--- src/hdl/atl_pkg.sv ---
// Shared types, codes and character helpers for the assembly token lexer.
// No dependencies; imported by every module of the block.
`default_nettype none

package atl_pkg;

   localparam int POS_BITS  = 20;
   localparam int LINE_BITS = 16;
   localparam int LEN_BITS  = 16;

   localparam logic [POS_BITS-1:0]  POS_MAX  = '1;
   localparam logic [LINE_BITS-1:0] LINE_MAX = '1;
   localparam logic [LEN_BITS-1:0]  LEN_MAX  = '1;

   // token kinds
   localparam logic [4:0] K_IDENT   = 5'd0;
   localparam logic [4:0] K_INT     = 5'd1;
   localparam logic [4:0] K_DIR     = 5'd2;
   localparam logic [4:0] K_CHAR    = 5'd3;
   localparam logic [4:0] K_SBYTE   = 5'd4;
   localparam logic [4:0] K_SEND    = 5'd5;
   localparam logic [4:0] K_PLUS    = 5'd6;
   localparam logic [4:0] K_MINUS   = 5'd7;
   localparam logic [4:0] K_STAR    = 5'd8;
   localparam logic [4:0] K_SLASH   = 5'd9;
   localparam logic [4:0] K_COMMA   = 5'd10;
   localparam logic [4:0] K_DOT     = 5'd11;
   localparam logic [4:0] K_COLON   = 5'd12;
   localparam logic [4:0] K_DOLLAR  = 5'd13;
   localparam logic [4:0] K_LPAREN  = 5'd14;
   localparam logic [4:0] K_RPAREN  = 5'd15;
   localparam logic [4:0] K_UNKNOWN = 5'd16;
   localparam logic [4:0] K_EOF     = 5'd17;

   // characters
   localparam logic [7:0] CH_NUL    = 8'h00;
   localparam logic [7:0] CH_TAB    = 8'h09;
   localparam logic [7:0] CH_LF     = 8'h0A;
   localparam logic [7:0] CH_CR     = 8'h0D;
   localparam logic [7:0] CH_SPACE  = 8'h20;
   localparam logic [7:0] CH_DQUOTE = 8'h22;
   localparam logic [7:0] CH_HASH   = 8'h23;
   localparam logic [7:0] CH_DOLLAR = 8'h24;
   localparam logic [7:0] CH_QUOTE  = 8'h27;
   localparam logic [7:0] CH_LPAREN = 8'h28;
   localparam logic [7:0] CH_RPAREN = 8'h29;
   localparam logic [7:0] CH_STAR   = 8'h2A;
   localparam logic [7:0] CH_PLUS   = 8'h2B;
   localparam logic [7:0] CH_COMMA  = 8'h2C;
   localparam logic [7:0] CH_MINUS  = 8'h2D;
   localparam logic [7:0] CH_DOT    = 8'h2E;
   localparam logic [7:0] CH_SLASH  = 8'h2F;
   localparam logic [7:0] CH_COLON  = 8'h3A;
   localparam logic [7:0] CH_BSLASH = 8'h5C;
   localparam logic [7:0] CH_UNDER  = 8'h5F;
   localparam logic [7:0] CH_LOW_N  = 8'h6E;
   localparam logic [7:0] CH_LOW_R  = 8'h72;
   localparam logic [7:0] CH_LOW_T  = 8'h74;
   localparam logic [7:0] CH_LOW_X  = 8'h78;

   localparam logic CMD_BYTE = 1'b0;
   localparam logic CMD_END  = 1'b1;

   typedef enum logic [3:0] {
      M_IDLE, M_IDENT, M_INT, M_DOTPEND, M_DIRECTIVE, M_COMMENT,
      M_CH_OPEN, M_CH_ESC, M_CH_HEX1, M_CH_HEX2, M_CH_HEXSKIP, M_CH_CLOSE,
      M_STR, M_STR_ESC
   } lex_mode_type;

   typedef struct packed {
      logic       command;
      logic [7:0] source_byte;
   } req_type;

   typedef struct packed {
      logic [4:0]           token_kind;
      logic [7:0]           value;
      logic [LINE_BITS-1:0] line;
      logic [POS_BITS-1:0]  start_pos;
      logic [LEN_BITS-1:0]  length;
      logic                 last;
   } rsp_type;

   typedef struct packed {
      lex_mode_type         lex_mode;
      logic [LINE_BITS-1:0] line_count;
      logic [POS_BITS-1:0]  byte_pos;
      logic [POS_BITS-1:0]  token_start;
      logic [LEN_BITS-1:0]  token_len;
      logic [7:0]           char_accum;
   } lex_state_type;

   localparam lex_state_type STATE_RESET = '{
      lex_mode:    M_IDLE,
      line_count:  LINE_BITS'(1),
      byte_pos:    '0,
      token_start: '0,
      token_len:   '0,
      char_accum:  '0
   };

   function automatic logic is_alpha(input logic [7:0] b);
      return (b >= 8'h61 && b <= 8'h7A) || (b >= 8'h41 && b <= 8'h5A);
   endfunction

   function automatic logic is_digit(input logic [7:0] b);
      return b >= 8'h30 && b <= 8'h39;
   endfunction

   function automatic logic is_space(input logic [7:0] b);
      return b == CH_SPACE || (b >= CH_TAB && b <= CH_CR);
   endfunction

   // {valid, nibble}
   function automatic logic [4:0] hex_val(input logic [7:0] b);
      logic [7:0] d;
      d = 8'h00;
      if (is_digit(b)) begin
         d = b - 8'h30;
         return {1'b1, d[3:0]};
      end else if (b >= 8'h61 && b <= 8'h66) begin
         d = b - 8'h57;
         return {1'b1, d[3:0]};
      end else if (b >= 8'h41 && b <= 8'h46) begin
         d = b - 8'h37;
         return {1'b1, d[3:0]};
      end
      return 5'd0;
   endfunction

   function automatic logic [7:0] esc_map(input logic [7:0] b);
      case (b)
         CH_LOW_T: return CH_TAB;
         CH_LOW_N: return CH_LF;
         CH_LOW_R: return CH_CR;
         default:  return b;
      endcase
   endfunction

endpackage

`default_nettype wire

--- src/hdl/atl_lex_core.sv ---
// Next-state and result logic of the lexer for one transfer.
// Depends on atl_pkg.
`default_nettype none

module atl_lex_core (
   input  atl_pkg::lex_state_type st,
   input  atl_pkg::req_type       req,
   output atl_pkg::lex_state_type nx,
   output logic [1:0]             rec_cnt,
   output atl_pkg::rsp_type       rec0,
   output atl_pkg::rsp_type       rec1
);
   import atl_pkg::*;

   function automatic rsp_type mk_rec(input logic [4:0] kind, input logic [7:0] val,
                                      input logic [LINE_BITS-1:0] ln,
                                      input logic [POS_BITS-1:0] pos,
                                      input logic [LEN_BITS-1:0] len);
      rsp_type r;
      r.token_kind = kind;
      r.value      = val;
      r.line       = ln;
      r.start_pos  = pos;
      r.length     = len;
      r.last       = 1'b0;
      return r;
   endfunction

   logic [7:0]          b;
   logic [LEN_BITS-1:0] len_up;
   logic [4:0]          hv;

   // dispatch of a byte from the between-tokens position
   lex_mode_type d_mode;
   logic         d_begin;
   logic         d_line_inc;
   logic         d_punct;
   logic [4:0]   d_kind;

   logic    do_disp;
   logic    a_vld, b_vld;
   rsp_type a_rec, b_rec;

   assign b      = req.source_byte;
   assign len_up = (st.token_len == LEN_MAX) ? st.token_len : st.token_len + 1'b1;
   assign hv     = hex_val(b);

   always_comb begin
      d_mode     = M_IDLE;
      d_begin    = 1'b0;
      d_line_inc = 1'b0;
      d_punct    = 1'b0;
      d_kind     = K_UNKNOWN;
      if (is_space(b)) begin
         d_line_inc = (b == CH_LF);
      end else if (b == CH_UNDER || is_alpha(b)) begin
         d_mode  = M_IDENT;
         d_begin = 1'b1;
      end else if (is_digit(b)) begin
         d_mode  = M_INT;
         d_begin = 1'b1;
      end else if (b == CH_HASH) begin
         d_mode = M_COMMENT;
      end else if (b == CH_DOT) begin
         d_mode  = M_DOTPEND;
         d_begin = 1'b1;
      end else if (b == CH_QUOTE) begin
         d_mode  = M_CH_OPEN;
         d_begin = 1'b1;
      end else if (b == CH_DQUOTE) begin
         d_mode  = M_STR;
         d_begin = 1'b1;
      end else begin
         d_punct = 1'b1;
         case (b)
            CH_PLUS:   d_kind = K_PLUS;
            CH_MINUS:  d_kind = K_MINUS;
            CH_STAR:   d_kind = K_STAR;
            CH_SLASH:  d_kind = K_SLASH;
            CH_COMMA:  d_kind = K_COMMA;
            CH_COLON:  d_kind = K_COLON;
            CH_DOLLAR: d_kind = K_DOLLAR;
            CH_LPAREN: d_kind = K_LPAREN;
            CH_RPAREN: d_kind = K_RPAREN;
            default:   d_kind = K_UNKNOWN;
         endcase
      end
   end

   always_comb begin
      nx      = st;
      do_disp = 1'b0;
      a_vld   = 1'b0;
      b_vld   = 1'b0;
      a_rec   = mk_rec(K_EOF, 8'h00, '0, st.byte_pos, '0);
      b_rec   = mk_rec(K_EOF, 8'h00, '0, st.byte_pos, '0);

      if (req.command == CMD_END || b == CH_NUL) begin
         // flush the open token, then EOF, then back to reset state
         a_vld = 1'b1;
         case (st.lex_mode)
            M_IDENT:     a_rec.token_kind = K_IDENT;
            M_INT:       a_rec.token_kind = K_INT;
            M_DIRECTIVE: a_rec.token_kind = K_DIR;
            M_DOTPEND:   a_rec.token_kind = K_DOT;
            M_CH_OPEN, M_CH_ESC, M_CH_HEX1, M_CH_HEX2, M_CH_HEXSKIP, M_CH_CLOSE: begin
               a_rec.token_kind = K_CHAR;
               a_rec.value      = st.char_accum;
            end
            M_STR, M_STR_ESC: a_rec.token_kind = K_SEND;
            default: a_vld = 1'b0;
         endcase
         a_rec.line      = st.line_count;
         a_rec.start_pos = st.token_start;
         a_rec.length    = st.token_len;
         b_vld = 1'b1;
         nx    = STATE_RESET;
      end else begin
         case (st.lex_mode)
            M_IDENT, M_DIRECTIVE: begin
               if (b == CH_UNDER || is_alpha(b) || is_digit(b)) begin
                  nx.token_len = len_up;
               end else begin
                  a_vld   = 1'b1;
                  a_rec   = mk_rec((st.lex_mode == M_IDENT) ? K_IDENT : K_DIR, 8'h00,
                                   st.line_count, st.token_start, st.token_len);
                  do_disp = 1'b1;
               end
            end
            M_INT: begin
               if (is_digit(b)) begin
                  nx.token_len = len_up;
               end else begin
                  a_vld   = 1'b1;
                  a_rec   = mk_rec(K_INT, 8'h00, st.line_count, st.token_start,
                                   st.token_len);
                  do_disp = 1'b1;
               end
            end
            M_DOTPEND: begin
               if (is_alpha(b)) begin
                  nx.lex_mode  = M_DIRECTIVE;
                  nx.token_len = len_up;
               end else begin
                  a_vld   = 1'b1;
                  a_rec   = mk_rec(K_DOT, 8'h00, st.line_count, st.token_start,
                                   st.token_len);
                  do_disp = 1'b1;
               end
            end
            M_COMMENT: begin
               do_disp = (b == CH_LF || b == CH_CR);
            end
            M_CH_OPEN: begin
               nx.token_len = len_up;
               if (b == CH_QUOTE) begin
                  a_vld       = 1'b1;
                  a_rec       = mk_rec(K_CHAR, 8'h00, st.line_count, st.token_start,
                                       len_up);
                  nx.lex_mode = M_IDLE;
               end else if (b == CH_BSLASH) begin
                  nx.lex_mode = M_CH_ESC;
               end else begin
                  nx.char_accum = b;
                  nx.lex_mode   = M_CH_CLOSE;
               end
            end
            M_CH_ESC: begin
               nx.token_len = len_up;
               if (b == CH_LOW_X) begin
                  nx.lex_mode = M_CH_HEX1;
               end else begin
                  nx.char_accum = esc_map(b);
                  nx.lex_mode   = M_CH_CLOSE;
               end
            end
            M_CH_HEX1: begin
               nx.token_len = len_up;
               if (hv[4]) begin
                  nx.char_accum = {4'h0, hv[3:0]};
                  nx.lex_mode   = M_CH_HEX2;
               end else begin
                  nx.lex_mode = M_CH_HEXSKIP;
               end
            end
            M_CH_HEX2: begin
               nx.token_len = len_up;
               if (hv[4]) begin
                  nx.char_accum = {st.char_accum[3:0], hv[3:0]};
               end
               nx.lex_mode = M_CH_CLOSE;
            end
            M_CH_HEXSKIP: begin
               nx.token_len = len_up;
               nx.lex_mode  = M_CH_CLOSE;
            end
            M_CH_CLOSE: begin
               nx.token_len = len_up;
               a_vld        = 1'b1;
               a_rec        = mk_rec(K_CHAR, st.char_accum, st.line_count, st.token_start,
                                     len_up);
               nx.lex_mode  = M_IDLE;
            end
            M_STR: begin
               nx.token_len = len_up;
               if (b == CH_DQUOTE) begin
                  a_vld       = 1'b1;
                  a_rec       = mk_rec(K_SEND, 8'h00, st.line_count, st.token_start,
                                       len_up);
                  nx.lex_mode = M_IDLE;
               end else if (b == CH_BSLASH) begin
                  nx.lex_mode = M_STR_ESC;
               end else begin
                  b_vld = 1'b1;
                  b_rec = mk_rec(K_SBYTE, b, st.line_count, st.byte_pos, LEN_BITS'(1));
               end
            end
            M_STR_ESC: begin
               nx.token_len = len_up;
               b_vld        = 1'b1;
               // escaped byte is reported at its backslash
               b_rec        = mk_rec(K_SBYTE, esc_map(b), st.line_count,
                                     (st.byte_pos != '0) ? st.byte_pos - 1'b1 : '0,
                                     LEN_BITS'(2));
               nx.lex_mode  = M_STR;
            end
            default: do_disp = 1'b1;
         endcase

         if (do_disp) begin
            nx.lex_mode = d_mode;
            if (d_begin) begin
               nx.token_start = st.byte_pos;
               nx.token_len   = LEN_BITS'(1);
               nx.char_accum  = 8'h00;
            end
            if (d_line_inc && st.line_count != LINE_MAX) begin
               nx.line_count = st.line_count + 1'b1;
            end
            if (d_punct) begin
               b_vld = 1'b1;
               b_rec = mk_rec(d_kind, 8'h00, st.line_count, st.byte_pos, LEN_BITS'(1));
            end
         end

         if (st.byte_pos != POS_MAX) begin
            nx.byte_pos = st.byte_pos + 1'b1;
         end
      end
   end

   // pack the results, token first, and mark the final one
   always_comb begin
      rec0    = a_vld ? a_rec : b_rec;
      rec1    = b_rec;
      rec_cnt = {1'b0, a_vld} + {1'b0, b_vld};
      rec0.last = (rec_cnt == 2'd1);
      rec1.last = 1'b1;
   end

endmodule

`default_nettype wire

--- src/hdl/atl_rsp_fifo.sv ---
// Four-entry result queue: takes up to two records per cycle, hands out one.
// Depends on atl_pkg.
`default_nettype none

module atl_rsp_fifo (
   input  logic             clock,
   input  logic             reset,
   input  logic [1:0]       push_cnt,
   input  atl_pkg::rsp_type push0,
   input  atl_pkg::rsp_type push1,
   output logic             room_two,
   output logic             rsp_valid,
   input  logic             rsp_ready,
   output atl_pkg::rsp_type rsp_data
);
   import atl_pkg::*;

   rsp_type    entry_ff [4];
   logic [1:0] wr_ptr_ff, wr_ptr_in;
   logic [1:0] rd_ptr_ff, rd_ptr_in;
   logic [2:0] count_ff, count_in;
   logic       pop;
   logic [1:0] wr_ptr_nx;

   assign pop       = rsp_valid && rsp_ready;
   assign rsp_valid = (count_ff != 3'd0);
   assign rsp_data  = entry_ff[rd_ptr_ff];
   assign room_two  = (count_ff <= 3'd2);
   assign wr_ptr_nx = wr_ptr_ff + 2'd1;

   always_comb begin
      wr_ptr_in = wr_ptr_ff + push_cnt;
      rd_ptr_in = rd_ptr_ff + {1'b0, pop};
      count_in  = count_ff + {1'b0, push_cnt} - {2'b00, pop};
   end

   always_ff @(posedge clock) begin
      if (reset) begin
         wr_ptr_ff <= '0;
         rd_ptr_ff <= '0;
         count_ff  <= '0;
      end else begin
         wr_ptr_ff <= wr_ptr_in;
         rd_ptr_ff <= rd_ptr_in;
         count_ff  <= count_in;
      end
   end

   always_ff @(posedge clock) begin
      if (push_cnt != 2'd0) begin
         entry_ff[wr_ptr_ff] <= push0;
      end
      if (push_cnt == 2'd2) begin
         entry_ff[wr_ptr_nx] <= push1;
      end
   end

endmodule

`default_nettype wire

--- src/hdl/assembly_token_lexer.sv ---
// Top level of the streaming assembler lexer: input register, lexer state, result queue.
// Depends on atl_pkg, atl_lex_core and atl_rsp_fifo.
`default_nettype none

//  channel | ports                        | transfer carries
//  --------+------------------------------+--------------------------------------
//  input   | req_valid req_ready req_data | command, source_byte
//  result  | rsp_valid rsp_ready rsp_data | token_kind value line start_pos length last
//
//  A transfer lands in the input register and is lexed there in one pass once the queue
//  has room for two results; the lexer state updates and its zero to two results go into
//  a four-entry queue. One byte per cycle is sustained while the queue has that room.
//  The input stalls only while the queue cannot take two more results.
//  Synchronous reset clears the lexer state (line 1, offset 0) and empties the queue.
module assembly_token_lexer (
   input  logic             clock,
   input  logic             reset,
   input  logic             req_valid,
   output logic             req_ready,
   input  atl_pkg::req_type req_data,
   output logic             rsp_valid,
   input  logic             rsp_ready,
   output atl_pkg::rsp_type rsp_data
);
   import atl_pkg::*;

   logic          in_valid_ff, in_valid_in;
   req_type       in_item_ff;
   lex_state_type state_ff, state_in;
   lex_state_type state_nx;
   logic          room_two;
   logic          step;
   logic [1:0]    rec_cnt;
   logic [1:0]    push_cnt;
   rsp_type       rec0, rec1;

   assign step      = in_valid_ff && room_two;
   assign req_ready = !in_valid_ff || step;
   assign push_cnt  = step ? rec_cnt : 2'd0;

   always_comb begin
      in_valid_in = in_valid_ff;
      if (req_valid && req_ready) begin
         in_valid_in = 1'b1;
      end else if (step) begin
         in_valid_in = 1'b0;
      end
      state_in = step ? state_nx : state_ff;
   end

   always_ff @(posedge clock) begin
      if (reset) begin
         in_valid_ff <= 1'b0;
         state_ff    <= STATE_RESET;
      end else begin
         in_valid_ff <= in_valid_in;
         state_ff    <= state_in;
      end
   end

   always_ff @(posedge clock) begin
      if (req_valid && req_ready) begin
         in_item_ff <= req_data;
      end
   end

   atl_lex_core u_core (
      .st      (state_ff),
      .req     (in_item_ff),
      .nx      (state_nx),
      .rec_cnt (rec_cnt),
      .rec0    (rec0),
      .rec1    (rec1)
   );

   atl_rsp_fifo u_fifo (
      .clock     (clock),
      .reset     (reset),
      .push_cnt  (push_cnt),
      .push0     (rec0),
      .push1     (rec1),
      .room_two  (room_two),
      .rsp_valid (rsp_valid),
      .rsp_ready (rsp_ready),
      .rsp_data  (rsp_data)
   );

endmodule

`default_nettype wire
--- config.mk ---
export PLATFORM = sky130hd
export DESIGN_NAME = assembly_token_lexer
export DESIGN_NICKNAME = d
export VERILOG_FILES = /design/src/hdl/atl_pkg.sv /design/src/hdl/atl_lex_core.sv /design/src/hdl/atl_rsp_fifo.sv /design/src/hdl/assembly_token_lexer.sv
export SDC_FILE = /design/constraint.sdc
export NUM_CORES = 1
export LEC_CHECK = 0
export ABC_AREA = 1
export BUFFER_PORTS_ARGS = -buffer_cell sky130_fd_sc_hd__buf_2
export CAP_MARGIN = 20
export CELL_PAD_IN_SITES_DETAIL_PLACEMENT = 1
export CELL_PAD_IN_SITES_GLOBAL_PLACEMENT = 2
export CORE_UTILIZATION = 37
export DETAILED_ROUTE_END_ITERATION = 6
export HOLD_SLACK_MARGIN = 0.02
export PLACE_DENSITY = 0.88
export SYNTH_ARGS = -nofsm -noshare
export SYNTH_HDL_FRONTEND = slang
export SYNTH_SLANG_ARGS = --single-unit
--- constraint.sdc ---
create_clock -name clock -period 5.8 [get_ports clock]
set_input_delay 0.29 -clock clock [delete_from_list [all_inputs] [get_ports clock]]
set_output_delay 0.29 -clock clock [all_outputs]
set_load 0.01 [all_outputs]
# After elaboration in Yosys (flattened, before gate mapping)
# Memory sizes are Yosys's and may differ from the RTL's. A register that Yosys moved wholly into a read port is not among the register bits.
# Cells that the tools add are included.
[word_totals]
reg_bits = 101
mem_bits_rw = 264
memories = 1
[memory_table]
columns = ["memory", "words", "width", "rd", "rd_clocked_by_memory_dff", "wr", "line_no", "source"]
rows = [
  ["u_fifo.entry_ff", 4, 66, 1, 1, 2, "atl_rsp_fifo.sv:18", "rsp_type entry_ff [4];"],
]
[op_classes]
add_sub_neg = 13
order_cmp = 11
mux = 105
n_reduce_logical = 38
n_eq_ne = 42
[ops]
columns = ["operator", "n"]
rows = [
  ["66-bit 2-to-1 mux", 11],
  ["66-bit one-hot mux with 6 select lines", 1],
  ["66-bit one-hot mux with 2 select lines", 1],
  ["8-bit by 6-bit equality test with 1-bit output (second input constant)", 14],
  ["44-bit 2-to-1 mux", 2],
  ["84-bit 2-to-1 mux", 1],
  ["16-bit 2-to-1 mux", 5],
  ["65-bit 2-to-1 mux", 1],
  ["16-bit one-hot mux with 4 select lines", 1],
  ["20-bit 2-to-1 mux", 3],
  ["5-bit 2-to-1 mux", 11],
  ["8-bit by 7-bit equality test with 1-bit output (second input constant)", 6],
  ["4-bit 2-to-1 mux", 12],
  ["8-bit 2-to-1 mux", 6],
  ["5-bit one-hot mux with 9 select lines", 1],
  ["1-bit 2-to-1 mux", 37],
  ["16-bit by 1-bit adder with 16-bit output (second input constant)", 2],
  ["8-bit by 7-bit less-or-equal comparator with 1-bit output (second input constant)", 4],
  ["4-bit one-hot mux with 8 select lines", 1],
  ["8-bit one-hot mux with 4 select lines", 1],
  ["5-bit one-hot mux with 6 select lines", 1],
  ["4-bit equality test (second input constant)", 6],
  ["8-bit one-hot mux with 3 select lines", 1],
  ["20-bit by 1-bit adder with 20-bit output (second input constant)", 1],
  ["other kinds (45)", 79],
]

# Longest topological paths before layout
# Gate-level depths: netlist (run 1).
[logic_depth]
word_depth = 16
ltp_mapped = 26
depth_no_buf = 24

# Cells and area by module
# A second synthesis (run 1) with hierarchy kept.
[hier_totals]
hier_cells = 3450
hier_area_um2 = 23782.8
[by_module_without_submodules]
columns = ["module", "seq_area_each_um2", "area_per_inst_um2", "cells_per_inst", "instances"]
rows = [
  ["atl_rsp_fifo", 8067.7, 12992.5, 1354, 1],
  ["atl_lex_core", 0.0, 7048.0, 1546, 1],
  ["assembly_token_lexer", 1971.9, 3742.3, 550, 1],
]

# Worst setup path before layout (run 1)
# Ideal clock, no wire load.
[synth_path]
path_kind = "reg-to-reg"
startpoint = "register in_item_ff[1] (netlist bit)"
endpoint = "memory u_fifo.entry_ff[2][17] (netlist bit) (enable)"
path_stages_with_launch = 23
required_time_ns = 5.395
arrival_time_ns = 4.058
setup_slack_ns = 1.336
synth_period_minus_slack_ns = 4.464
setup_time_ns = 0.405
cell_sequence = "edfxtp_1 > inv_1 > ha_1 > nor2_1 > nand3_1 > nand3_1 > nand2_1 > nand2_1 > inv_2 > nand2_4 > nor2_4 > nand2_4 > nand2_4 > inv_4 > buf_6 > ha_1 > inv_1 > nor2_2 > nor2_2 > nor2_2 > nor2_2 > buf_2 > inv_1"
[synth_lines]
columns = ["element", "line_no", "source"]
rows = [
  ["start, declared", "assembly_token_lexer.sv:28", "req_type in_item_ff;"],
  ["start signal, assigned", "assembly_token_lexer.sv:63", "in_item_ff <= req_data;"],
  ["end, declared", "atl_rsp_fifo.sv:18", ""],
]

==> impl_metrics.json, run 1 <==
{
  "fin_setup_tns_ns": 0,
  "maxSlewViolCount": 0,
  "max_stage_delay_ns": 0.63,
  "max-vdd-ir-drop_v": 0.000215,
  "ctsHtreeMaxLevel": 2,
  "fin_crit_ns": 5.02,
  "hpwl_um": 56500,
  "synth_area_leaders": "edfxtp_1 30%, dfxtp_1 14%, nand2_1 14%",
  "pwr_density_cell_nw_per_um2": 413,
  "nFillCells": 7023,
  "ioPinCount": 81,
  "avgSynthCellArea_um2": 7.31,
  "synthCells": 2897,
  "path_class": "register to register",
  "clkLatencyLatePin_ns": 0.60,
  "holdWs_ns": 0.244,
  "cts_resized": 0,
  "timing.hold.worst.class": "primary input to register",
  "drive_gt1_share_pct": 9.67,
  "cp-start-kind": "register",
  "rsz0062_at_grt": "false",
  "fp.coreArea_um2": 56500,
  "fmax_mhz": 199,
  "globalRouteOverflowTotal": 0,
  "multi_input_area_um2": 10300,
  "cts.clk_slew.worst_paths_ns": 0.06,
  "worstPathMaxFanout": 35,
  "synth_edf_count": 213,
  "path_cells": "inv_1 -> ha_1 -> nand2_1 -> nor2_1 -> nor2_1 -> nand2_1 -> inv_2 -> nor2_1 -> nand2_2 -> inv_1 -> nand2_1 -> ha_1 -> inv_1 -> nor2_2 -> nor2_2 -> nor2_4 -> buf_4 -> inv_1 -> o22ai_1",
  "io_buffer_count": 80,
  "grt_start_max_net_pins": 79,
  "grt_pass1_vias": 21107,
  "cts_tree": "built",
  "netlist.area_leader.share_pct": 30.2,
  "yosys_register_bits": 365,
  "timing_hold_violations_final": 0,
  "antennaDiodeCount": 0,
  "cp_slowest_cell": "inv_1",
  "synth_flop_cell": "edfxtp_1",
  "drc": 0,
  "rows": 87,
  "drt_iter0_markers": 1838,
  "seq_area_um2": 9440,
  "nNetsFinal": 2933,
  "p_leak_uw": 0.00909,
  "final_antenna_net_count": 0,
  "synth_warnings": 0,
  "yosys.area.top_type": "edfxtp_1",
  "dieArea_um2": 58200,
  "synthArstFlopShare_pct": 0,
  "track_usage_pct": 28.3,
  "cts_setup_buffers": 0,
  "clock-root-buffer": "clkbuf_16",
  "outcome": "finished, final reports clean",
  "wl_per_cell_um": 22.4,
  "initial_utilization_pct": 37.5,
  "end_kind": "register",
  "max-cap-violations": 0,
  "syn_nets": 2927,
  "area_delta_synth_final_pct": 11.0,
  "fin_skew_ns": 0.0293,
  "drt-total-wl_um": 82700,
  "fin_util_pct": 41.6,
  "clockBufferDepth": 3,
  "clock_sinks": 365,
  "setup_viol": 0,
  "cp.required_ns": 6.08,
  "first_pass_iters": 5,
  "yosysMostFrequentCell": "nand2_1",
  "yosysSeqAreaShare_pct": 44.6,
  "vias": 21074,
  "place_congestion": 0.906,
  "cpMostUsedCell": "inv_1",
  "cp_num_buf_inv": 6,
  "grt_pass1_wl_um": 125000,
  "crit_arrival_ns": 5.30,
  "die_w_um": 241,
  "ys_types": 48,
  "fin_crit_sh_pct": 86.5,
  "die_y_um": 241,
  "avgViaCountPerCell": 5.70,
  "cts_buffers": 43,
  "synth_common_cells": "798 x nand2_1, 323 x nor2_1, 258 x o21ai_0",
  "total_power_uw": 9720,
  "critical-path-top-delay-family": "simple AND/OR/NAND/NOR gates",
  "antenna_found_initial": 1,
  "maxSlewHeadroom_pct": 29.3,
  "tightest_slew_ns": 1.05,
  "syn_area_um2": 21200
}
-- power breakdown --
part	switching (µW)	internal [µW]
Clock	1160	1480
Sequential	227	3170
Combinational	2760	933
-- layout make-up --
cell class                      count  area share [%]
Multi-Input combinational cell   2187            43.8
Clock inverter                     20           0.665
Tap cell                          756            4.02
Timing Repair Buffer              127            3.42
Sequential cell                   365            40.2
Clock buffer                       60            5.03
Inverter                          179            2.91
-- cell usage in the layout, fill, tap and decap left out, types with 6 or more instances in the layout --
cell / n
buf_4: 34
inv_2: 31
dlygate4sd3_1: 10
o21ai_1: 76
inv_1: 141
nand3_1: 225
nor2_1: 320
nor3_1: 54
nand2_4: 6
xor2_1: 29
clkinv_1: 12
a21oi_1: 157
nor4_1: 7
nor2_4: 13
o22ai_1: 92
edfxtp_1: 213
ha_1: 16
buf_2: 80
dfxtp_1: 150
o211ai_1: 23
nand2_1: 798
nor2_2: 28
clkbuf_1: 13
o21ai_0: 258
clkbuf_16: 44
nand2_2: 18
nand4_1: 33
-- worst reg2reg max path, cell delays in order, from the launching register on --
cell,delay [ns]
edfxtp_1,0.47
inv_1,0.25
ha_1,0.30
nand2_1,0.13
nor2_1,0.24
nor2_1,0.10
nand2_1,0.25
inv_2,0.06
nor2_1,0.25
nand2_2,0.28
inv_1,0.16
nand2_1,0.08
ha_1,0.33
inv_1,0.18
nor2_2,0.09
nor2_2,0.34
nor2_4,0.06
buf_4,0.29
inv_1,0.66
o22ai_1,0.20
-- routing by layer --
metal	GRT usage, %	routed length (µm)
met5	0	7
met2	44.7	37200
met1	40.2	38200
met3	4.75	5760
met4	6.77	1530
-- flip-flops by register name, indices dropped and copies added, names as in the netlist --
register / cells
state_ff: 84
u_fifo.entry_ff: 264
u_fifo.count_ff: 3
u_fifo.wr_ptr_ff: 2
in_item_ff: 9
u_fifo.rd_ptr_ff: 2
in_valid_ff: 1
-- cells by family (layout without fill, tap and decap cells) --
logic type      Yosys count  after routing  share of synthesized area, %
xor+xnor                 31             31                          1.28
flops                   365            365                          44.6
fa+ha+maj                17             17                          1.04
buf+inv                 345            386                          6.87
simple gates           1516           1516                          30.5
compound gates          623            623                          15.8
-- timing repair --
action,4_1_cts,5_1_grt
hold buffers,10,0
endpoints found under the hold margin,10,0
endpoints found under the setup margin,0,0
-- metrics by stage --
step	area, µm²	cells	setup WS, ns
after floorplan	21200	2897	1.34
after global placement	22000	3601	1.07
after detailed placement	22000	3601	0.900
after CTS	23500	3691	0.859
after global routing	23500	3694	0.411
final	23500	3694	0.784
-- worst paths after layout --
path                                                            end                           startpoint  cells past startpoint  slack, ns
worst min register to register  u_fifo.entry_ff[3][13]$_SDFFE_PP0N_  u_fifo.entry_ff[3][13]$_SDFFE_PP0N_                      2       0.45
worst max register to register     u_fifo.entry_ff[0][60]$_DFFE_PP_              in_item_ff[0]$_DFFE_PP_                     19       0.78
worst min-delay path                      state_ff[64]$_SDFFE_PP1P_                                reset                      4       0.24
worst max-delay path               u_fifo.entry_ff[0][60]$_DFFE_PP_              in_item_ff[0]$_DFFE_PP_                     19       0.78
No activity file was read; power rests on OpenSTA's default activity.
==> inputs of run 2 (changes only) <==
- CTS_BUF_LIST: unset -> sky130_fd_sc_hd__clkbuf_16
- GPL_TIMING_DRIVEN: unset -> 0
==> impl_metrics.json, run 2 (same netlist as run 1, synthesis figures left out) <==
{
  "drt_iter0_markers": 2263,
  "cp_slowest_cell": "nor2_2",
  "max-vdd-ir-drop_v": 0.000235,
  "rows": 87,
  "io_buffer_count": 79,
  "placed_cells": 3735,
  "reg.largest.list": "u_fifo.entry_ff (264), state_ff (84), in_item_ff (9)",
  "clockBufferDepth": 3,
  "ioPinCount": 81,
  "vias": 22091,
  "cts_buffers": 45,
  "mostFrequentLayoutCell": "nand2_1",
  "drt-total-wl_um": 92100,
  "die_y_um": 241,
  "path_cells": "inv_1 -> ha_1 -> inv_1 -> nor2_1 -> nand2_1 -> nand2_1 -> inv_2 -> nor2_1 -> nand2_2 -> inv_1 -> nand2_1 -> ha_1 -> inv_1 -> nor2_2 -> nor2_2 -> nor2_2 -> nor2_2 -> buf_2 -> inv_8",
  "fp.coreArea_um2": 56500,
  "grt_start_max_net_pins": 52,
  "fin_crit_ns": 5.55,
  "clock_sinks": 365,
  "ctsHtreeMaxLevel": 2,
  "fin_skew_ns": 0.0241,
  "max-cap-violations": 0,
  "antennaDiodeCount": 0,
  "p_leak_uw": 0.00935,
  "end_kind": "register",
  "initial_utilization_pct": 37.5,
  "globalRouteOverflowTotal": 0,
  "nNetsFinal": 3065,
  "pwr_density_cell_nw_per_um2": 424,
  "hpwl_um": 68300,
  "clock-root-buffer": "clkbuf_16",
  "setup_viol": 0,
  "max_stage_delay_ns": 0.53,
  "cp.required_ns": 6.04,
  "first_pass_iters": 5,
  "cp_num_buf_inv": 7,
  "cp-start-kind": "register",
  "wl_per_cell_um": 24.1,
  "grt_pass1_wl_um": 137000,
  "critical-path-top-delay-family": "simple AND/OR/NAND/NOR gates",
  "crit_arrival_ns": 5.79,
  "worstPathMaxFanout": 51,
  "maxSlewHeadroom_pct": 19.4,
  "drc": 0,
  "timing_hold_violations_final": 0,
  "cts_setup_buffers": 0,
  "largest_reg_flops": 264,
  "fmax_mhz": 180,
  "final_cell_mix": "798 x nand2_1, 323 x nor2_1, 258 x o21ai_0, 225 x nand3_1, 213 x edfxtp_1",
  "place_congestion": 0.954,
  "fin_cells": 3825,
  "rsz0062_at_grt": "false",
  "largest_register": "u_fifo.entry_ff",
  "tightest_slew_ns": 1.21,
  "final_antenna_net_count": 0,
  "maxSlewViolCount": 0,
  "path_class": "register to register",
  "timing.hold.worst.class": "primary input to register",
  "dieArea_um2": 58200,
  "area_delta_synth_final_pct": 13.8,
  "die_w_um": 241,
  "track_usage_pct": 31.5,
  "outcome": "finished, final reports clean",
  "clkLatencyLatePin_ns": 0.61,
  "cts_tree": "built",
  "avgViaCountPerCell": 5.78,
  "fin_crit_sh_pct": 95.7,
  "cts.clk_slew.worst_paths_ns": 0.05,
  "grt_pass1_vias": 21849,
  "fin_setup_tns_ns": 0,
  "drive_gt1_share_pct": 10.1,
  "antenna_found_initial": 1,
  "total_power_uw": 10200
}
-- run 2: changes by cell type in the layout (fill, tap and decap cells not counted), moves of 4 or more --
cell      change
clkbuf_1     +79
buf_2        +44
buf_6         +8
inv_1        +14
clkinv_1      -4
buf_4        -25
buf_1        +11
-- run 2: stage by stage --
stage          util [%]  setup WS [ns]  instance area [µm²]  hold slack (ns)
6_report           42.7          0.252                24100            0.295
3_5_place_dp       40.0         -0.221                22600            0.438
2_1_floorplan         -           1.34                21200            0.389
3_3_place_gp       39.9          -1.38                22500            0.435
4_1_cts            42.6         0.0310                24100            0.297
5_1_grt            42.7         0.0149                24100            0.383
-- run 2: final cells by class --
type / count / area, µm²
buffer: 165 / 769
sequential: 365 / 9440
clock buffer: 46 / 1150
inverter: 179 / 697
tap: 756 / 946
timing repair buffer: 92 / 556
clock inverter: 35 / 259
multi-input combinational: 2187 / 10300
fill: 7091 / 32400
-- run 2: layer usage --
metal	track usage [%]	vias up	wire length, µm
met5	0	-	9
met4	10.8	2	2870
met3	4.88	168	8020
met2	49.4	944	41100
met1	44.1	10888	40200
li1	-	10089	-
-- run 2: timing repair --
item,CTS,global route
hold buffers,10,0
pin swaps,0,0
endpoints found under the setup margin,145,145
gates resized for setup,0,9
endpoints found under the hold margin,10,0
-- run 2: worst min-delay path: cells and delay by family --
family	cells	cell delay (ns)
compound gates	1	0.16
buf+inv	2	0.40
-- run 2: worst paths after layout --
kind | to | startpoint | cells past startpoint | slack, ns
max reg2reg | u_fifo.entry_ff[3][27]$_DFFE_PP_ | in_item_ff[0]$_DFFE_PP_ | 19 | 0.25
max | u_fifo.entry_ff[3][27]$_DFFE_PP_ | in_item_ff[0]$_DFFE_PP_ | 19 | 0.25
min reg2reg | u_fifo.entry_ff[2][7]$_SDFFE_PP0N_ | u_fifo.entry_ff[2][7]$_SDFFE_PP0N_ | 2 | 0.45
min | state_ff[9]$_SDFFE_PP0P_ | reset | 3 | 0.29
-- run 2: power breakdown --
part | switching [µW] | internal, µW | total [µW]
logic | 3110 | 1040 | 4150
clock network | 1210 | 1530 | 2740
registers | 174 | 3170 | 3340
